--- config.mk ---
export PLATFORM = sky130hd
export DESIGN_NAME = rsrq_ctrl
export DESIGN_NICKNAME = d
export VERILOG_FILES = /design/src/hdl/rsrq_pkg.sv /design/src/hdl/rsrq_ctrl.sv
export SDC_FILE = /design/constraint.sdc
export NUM_CORES = 1
export LEC_CHECK = 0
export BUFFER_PORTS_ARGS = -buffer_cell sky130_fd_sc_hd__buf_2
export CAP_MARGIN = 20
export CORE_MARGIN = 1
export CORE_UTILIZATION = 44
export DETAILED_ROUTE_END_ITERATION = 10
export PLACE_DENSITY = 0.82
export SYNTH_ARGS = -nofsm -noshare
export SYNTH_HDL_FRONTEND = slang
export SYNTH_SLANG_ARGS = --single-unit
--- constraint.sdc ---
create_clock -name i_clk -period 2.15 [get_ports i_clk]
set_clock_uncertainty 0.15 [all_clocks]
set_input_delay 0.1075 -clock i_clk [delete_from_list [all_inputs] [get_ports i_clk]]
set_output_delay 0.1075 -clock i_clk [all_outputs]
set_load 0.01 [all_outputs]
--- src/hdl/rsrq_pkg.sv ---
// ---------------------------------------------------------------------------
// rsrq_pkg
// Types and constants of the reservoir sampler with range queries.
// ---------------------------------------------------------------------------
`default_nettype none
package rsrq_pkg;
    localparam int DEPTH_DEF = 256;
    localparam int SIZE_W    = 9;

    localparam logic [2:0] FN_INSERT   = 3'd0;
    localparam logic [2:0] FN_CLEAR    = 3'd1;
    localparam logic [2:0] FN_FREQ     = 3'd2;
    localparam logic [2:0] FN_DISTINCT = 3'd3;
    localparam logic [2:0] FN_MEMBER   = 3'd4;
    localparam logic [2:0] FN_L2       = 3'd5;

    typedef struct packed {
        logic [2:0]  func;
        logic [31:0] key_ip;
        logic [15:0] key_x;
        logic [15:0] key_y;
        logic [31:0] random_draw;
        logic [15:0] rect_x_low;
        logic [15:0] rect_x_high;
        logic [15:0] rect_y_low;
        logic [15:0] rect_y_high;
        logic [31:0] ip_low;
        logic [31:0] ip_high;
    } t_in;

    typedef struct packed {
        logic [31:0] answer;
        logic [31:0] items_seen;
    } t_out;

    // controller -> datapath
    typedef struct packed {
        logic load;      // capture item
        logic div_start; // start modulo
        logic mul_start; // start scaling
        logic ptr_clr;   // i=0
        logic inner_clr; // j=0
        logic rd_i;      // read slot i
        logic rd_j;      // read slot j
        logic eval_i;    // latch slot i
        logic eval_j;    // compare slot j
        logic inc_i;
        logic inc_j;
        logic do_insert;
        logic do_clear;
        logic fin;       // form answer
    } t_cmd;

    // datapath -> controller
    typedef struct packed {
        logic [2:0] func;
        logic       div_done;
        logic       mul_done;
        logic       i_end;
        logic       j_end;
        logic       i_match;  // slot i in rect
        logic       stop_j;   // inner loop may end
        logic       member_hit;
    } t_sts;
endpackage
`default_nettype wire

--- src/hdl/rsrq_ctrl.sv ---
// ---------------------------------------------------------------------------
// rsrq_ctrl
// Sequencer for insert, clear and the scanning queries.
// ---------------------------------------------------------------------------
`default_nettype none
module rsrq_ctrl (
    input  wire logic            i_clk,
    input  wire logic            i_rst_n,
    input  wire logic            i_valid,
    output logic                 o_stall,
    output logic                 o_valid,
    input  wire logic            i_stall,
    input  wire rsrq_pkg::t_sts  i_sts,
    output rsrq_pkg::t_cmd       o_cmd
);
    typedef enum logic [10:0] {
        S_IDLE  = 11'b00000000001,
        S_DISP  = 11'b00000000010,
        S_DIV   = 11'b00000000100,
        S_RDI   = 11'b00000001000,
        S_EVI   = 11'b00000010000,
        S_RDJ   = 11'b00000100000,
        S_EVJ   = 11'b00001000000,
        S_MUL   = 11'b00010000000,
        S_FIN   = 11'b00100000000,
        S_OUT   = 11'b01000000000,
        S_NEXTI = 11'b10000000000
    } t_state;

    t_state r_state, n_state;
    logic   r_ovalid, n_ovalid;

    wire logic accept = i_valid && !o_stall;
    wire logic take   = r_ovalid && !i_stall;
    wire logic scaled_fn = (i_sts.func == rsrq_pkg::FN_FREQ) ||
                           (i_sts.func == rsrq_pkg::FN_DISTINCT);
    wire logic inner_fn  = (i_sts.func == rsrq_pkg::FN_DISTINCT) ||
                           (i_sts.func == rsrq_pkg::FN_L2);

    assign o_stall = !(r_state == S_IDLE);
    assign o_valid = r_ovalid;

    always_comb begin
        n_state = r_state;
        n_ovalid = r_ovalid && !take;
        o_cmd = '0;
        case (r_state)
            S_IDLE: begin
                if (accept) begin
                    o_cmd.load = 1'b1;
                    n_state = S_DISP;
                end
            end
            S_DISP: begin
                o_cmd.ptr_clr = 1'b1;
                case (i_sts.func)
                    rsrq_pkg::FN_INSERT: begin
                        o_cmd.div_start = 1'b1;
                        n_state = S_DIV;
                    end
                    rsrq_pkg::FN_CLEAR: begin
                        o_cmd.do_clear = 1'b1;
                        n_state = S_FIN;
                    end
                    rsrq_pkg::FN_FREQ, rsrq_pkg::FN_DISTINCT,
                    rsrq_pkg::FN_MEMBER, rsrq_pkg::FN_L2: n_state = S_RDI;
                    default: n_state = S_FIN;
                endcase
            end
            S_DIV: begin
                if (i_sts.div_done) begin
                    o_cmd.do_insert = 1'b1;
                    n_state = S_FIN;
                end
            end
            S_RDI: begin
                if (i_sts.i_end || i_sts.member_hit) begin
                    if (scaled_fn) begin
                        o_cmd.mul_start = 1'b1;
                        n_state = S_MUL;
                    end else begin
                        n_state = S_FIN;
                    end
                end else begin
                    o_cmd.rd_i = 1'b1;
                    n_state = S_EVI;
                end
            end
            S_EVI: begin
                o_cmd.eval_i = 1'b1;
                o_cmd.inner_clr = 1'b1;
                n_state = S_NEXTI;
            end
            S_NEXTI: begin
                if (inner_fn && i_sts.i_match) begin
                    n_state = S_RDJ;
                end else begin
                    o_cmd.inc_i = 1'b1;
                    n_state = S_RDI;
                end
            end
            S_RDJ: begin
                if (i_sts.stop_j) begin
                    o_cmd.inc_i = 1'b1;
                    n_state = S_RDI;
                end else begin
                    o_cmd.rd_j = 1'b1;
                    n_state = S_EVJ;
                end
            end
            S_EVJ: begin
                o_cmd.eval_j = 1'b1;
                o_cmd.inc_j = 1'b1;
                n_state = S_RDJ;
            end
            S_MUL: begin
                if (i_sts.mul_done) n_state = S_FIN;
            end
            S_FIN: begin
                // hold the result register until the previous beat is taken
                if (!r_ovalid) begin
                    o_cmd.fin = 1'b1;
                    n_state = S_OUT;
                end
            end
            S_OUT: begin
                n_ovalid = 1'b1;
                n_state = S_IDLE;
            end
            default: n_state = S_IDLE;
        endcase
    end

    always_ff @(posedge i_clk) begin
        if (!i_rst_n) begin
            r_state  <= S_IDLE;
            r_ovalid <= 1'b0;
        end else begin
            r_state  <= n_state;
            r_ovalid <= n_ovalid;
        end
    end
endmodule
`default_nettype wire

# Yosys cells after proc, flatten, opt, wreduce, memory -nomap -nowiden
# Index checks and enable logic that the tools add are counted.
word_totals:
  word_cells: 69
  register_bits: 12
  in_bits: 14
  output_inout_bits: 16
op_classes:
  n_reduce_logical: 13
  n_eq_ne: 20
  n_mux: 34
op_table:
  columns: ["op", "count"]
  rows:
  - ["$pmux W11 S10", 1]
  - ["$mux W11", 4]
  - ["$mux W1", 23]
  - ["$mux W9", 2]
  - ["$pmux W9 S2", 1]
  - ["$eq A11 B1 Y1 const B", 1]
  - ["$eq A11 B10 Y1 const B", 1]
  - ["$eq A11 B11 Y1 const B", 1]
  - ["$eq A11 B2 Y1 const B", 1]
  - ["$eq A11 B3 Y1 const B", 1]
  - ["$eq A11 B4 Y1 const B", 1]
  - ["$eq A11 B5 Y1 const B", 1]
  - ["$eq A11 B6 Y1 const B", 1]
  - ["$eq A11 B7 Y1 const B", 1]
  - ["$eq A11 B8 Y1 const B", 1]
  - ["$eq A11 B9 Y1 const B", 1]
  - ["$ne A2 B2 Y1 const B", 4]
  - ["$mux W7", 1]
  - ["$eq A3 B2 Y1 const B", 2]
  - ["$eq A3 B3 Y1 const B", 2]
  - ["$mux W6", 1]
  - ["$logic_and A1 B1 Y1", 4]
  - ["$reduce_and A4 Y1", 1]
  - ["$reduce_or A4 Y1", 1]
  - ["other kinds (5)", 9]

# Longest topological paths before layout
depth:
  ltp_word: 5
  mapped_depth: 6
  depth_no_buf: 5

# Worst setup path before layout
# Ideal clock, no wire load.
synth_timing:
  path_kind: "reg-to-output"
  startpoint: "register r_state[9]"
  endpoint: "output o_cmd[5] (netlist bit)"
  required_time_ns: 1.893
  path_slack_ns: -0.041
  arrival_ns: 1.933
  path_buffers: 1
  stages_incl_launch_ff: 5
  cell_sequence: "dfxtp_1 -> or3_1 -> or3_4 -> nor4_1 -> buf_4"
synth_rtl:
  columns: ["item", "line", "source"]
  rows:
  - ["start: declaration", "rsrq_ctrl.sv:30", "t_state r_state, n_state;"]
  - ["start signal: assignment", "rsrq_ctrl.sv:139", "r_state <= n_state;"]
  - ["end: declaration", "rsrq_ctrl.sv:14", "output rsrq_pkg::t_cmd o_cmd"]

==> flow_summary.ini <==
[synthesis]
syn_area_um2 = 882
synthTopCellsByArea = dfxtp_1 27%, nor3_1 5.1%, nand2b_1 4.3%
synthArstFlopShare_pct = 0
syn_area_per_cell_um2 = 7.88
synthCells = 112
ys_warn_count = 0
syn_nets = 126
synth_top_area_share_pct = 27.2
yosysSeqAreaShare_pct = 27.2
ys_ff_latch = 12
synth_edf_count = 0
ys_types = 43
ys.flop_type = dfxtp_1
yosysTopAreaCell = dfxtp_1

[global_routing]
grt_max_degree = 12
grt.total_usage_pct = 30.3
grt_pass1_wl_mm = 4.60
grt-ovfl-total = 0
grt_pass1_vias = 947
antenna_found_initial = 0

[sta]
min_period_over_period_pct = 105
slew_headroom_pct = 68.5
final.min_clock_period_ns = 2.26
finalSetupViolCount = 5
tightestPinTransition_ns = 0.473
hold_viol = 0
rsz0062_at_grt = true
fin_ws_ns = -0.115
drv_slew = 0
fmax_mhz = 442

[clock_tree]
h-tree-depth = 1
cts_tree = done
numCtsBuffers = 3
clk_pin_slew_worst_paths_ns = 0.08
cts_root_buffer = clkbuf_4
clockBufferDepth = 2
clock-sinks = 12
clk_latency_ns = 0.28

[finish]
drive_above_1_share_pct = 47.8
nets = 174
diodes = 0
areaGrowthSynthToFinish_pct = 54.8
final_area_mm2 = 0.00137
regArea_um2 = 253
nFillCells = 133
multi_input_area_um2 = 699

[worst_setup_path]
cp_max_fo = 3
critPathRequiredTime_ns = 1.89
cp.arrival_ns = 2.01
crit_path_end_kind = output port
r2r_cells = 5
r2r-start = r_state[5]$_SDFFE_PN0P_
worstSetupPathType = reg -> out
worstSetupStartpointType = register
timing.rr.end = r_state[0]$_SDFFE_PN1P_
r2r_setup_slack_ns = -0.05

[detailed_routing]
drc = 0
ant_nets = 0
highest_layer = met4
wl_met2_mm = 1.57
wirelength_mm = 3.30
drt_iter0_markers = 98
vias = 1140
met1Wirelength_mm = 1.32
met3_length_um = 281
dr.pass1.iters = 6
wire_per_inst_um = 17.9
via_per_inst = 6.20

[floorplan]
start_util_pct = 49.0
io_pins = 30
num_rows = 15
die_x_um = 46.8
coreArea_mm2 = 0.00180
die_area_mm2 = 0.00219
dieHeight_um = 46.8

[job]
maxCapViolations = 0

[placement]
finalWeightedCongestion = 0.842
place_area_mm2 = 0.00107
hpwlAfterDp_mm = 1.80
port_buffers = 28

[min_path]
hold_path.class = in -> reg
min_path_cells = 3
min_to = r_state[2]$_SDFFE_PN0P_
min_from = i_sts[6]

[run_status]
violations = negative setup slack
status = finished with violations

[pwr]
p_leak_nw = 0.603
p_total_w = 0.000555
powerDensity_mw_per_mm2 = 406
ir_drop_mv = 0.253
-- power breakdown --
part	total, W	leakage, nW	internal, W	switching, W
registers	0.000226	0.101	0.000224	0.00000258
clock network	0.000188	0.0210	0.000103	0.0000848
logic	0.000140	0.481	0.0000628	0.0000774
total	0.000555	0.603	0.000390	0.000165
-- cells in the mapped netlist (all sizes together), types with 4 or more instances --
library cell	number
nor2	8
nand3	5
nor3	9
a21oi	5
nand2b	6
buf	4
nor4	5
dfxtp	12
or3	7
and3	4
inv	4
-- per-layer routing --
metal | vias up | GRT usage, %
met5 | - | 0
met4 | 0 | 11.4
met3 | 23 | 3.08
met2 | 78 | 52.2
met1 | 524 | 39.2
li1 | 515 | -
-- per-stage QoR --
| stage | setup TNS, ns | setup slack (ns) | hold slack, ns | util, % | instances |
|---|---|---|---|---|---|
| 6_report | -0.287 | -0.115 | 0.0339 | 75.8 | 184 |
| 5_1_grt | -0.536 | -0.133 | 0.0410 | 75.8 | 184 |
| 4_1_cts | -0.0460 | -0.0361 | 0.0213 | 70.3 | 182 |
| 3_5_place_dp | 0 | 0.0599 | 0.163 | 59.4 | 165 |
| 3_3_place_gp | 0 | 0.114 | 0.157 | 59.4 | 165 |
| 2_1_floorplan | 0 | 0.117 | 0.0285 | - | 112 |
-- critical path, stage by stage, from the launching register on --
cell,delay [ns]
dfxtp_2,0.33
or4_4,0.57
nor3_4,0.20
nand3_2,0.12
or3_4,0.36
inv_2,0.06
buf_6,0.09
-- layout by cell type (no fill, tap or decap), types with 5 or more instances in the layout --
cell | Yosys | routed
nor2_1 | 8 | 7
buf_2 | 1 | 27
dfxtp_1 | 12 | 6
dlygate4sd3_1 | 0 | 6
buf_4 | 2 | 15
a21oi_1 | 5 | 5
nor3_1 | 9 | 6
nand2b_1 | 6 | 6
-- worst max path at each step --
stage / from / end / cells after the start
global placement: r_state[6]$_SDFFE_PN0P_ / r_state[0]$_SDFFE_PN1P_ / 5
CTS: r_state[6]$_SDFFE_PN0P_ / o_cmd[11] / 6
detailed placement: r_state[6]$_SDFFE_PN0P_ / o_cmd[11] / 6
global route: r_state[5]$_SDFFE_PN0P_ / o_cmd[11] / 6
finish: r_state[5]$_SDFFE_PN0P_ / o_cmd[11] / 6
floorplan: r_state[4]$_SDFFE_PN0P_ / r_state[0]$_SDFFE_PN1P_ / 6
-- layout make-up --
cell class	count	share of cell area, %
multi-input combinational	89	51.2
timing repair buffer	50	24.2
sequential	12	18.5
clock buffer	4	2.66
tap	25	2.29
inverter	4	1.10
-- timing repair --
item                                    in CTS  in global routing
setup buffers                                7                  2
endpoints found under the setup margin       5                 16
hold endpoints to repair                     6                  0
pin swaps                                    5                  1
hold buffers                                 6                  0
gates resized for setup                     11                 20
-- registers in the layout (all words and copies together) (netlist names) --
name and flops:
o_valid 1, r_state 11
-- logic make-up after synthesis --
kind of cell / count (synthesis) / synth area share, %
and+or+nand+nor: 67 / 47.7
AOI/OAI and AO/OA: 18 / 14.6
DFF: 12 / 27.2
buffers and inverters: 11 / 6.52
xor gates and xnor gates: 4 / 3.97
No activity file was read; power rests on OpenSTA's default activity.
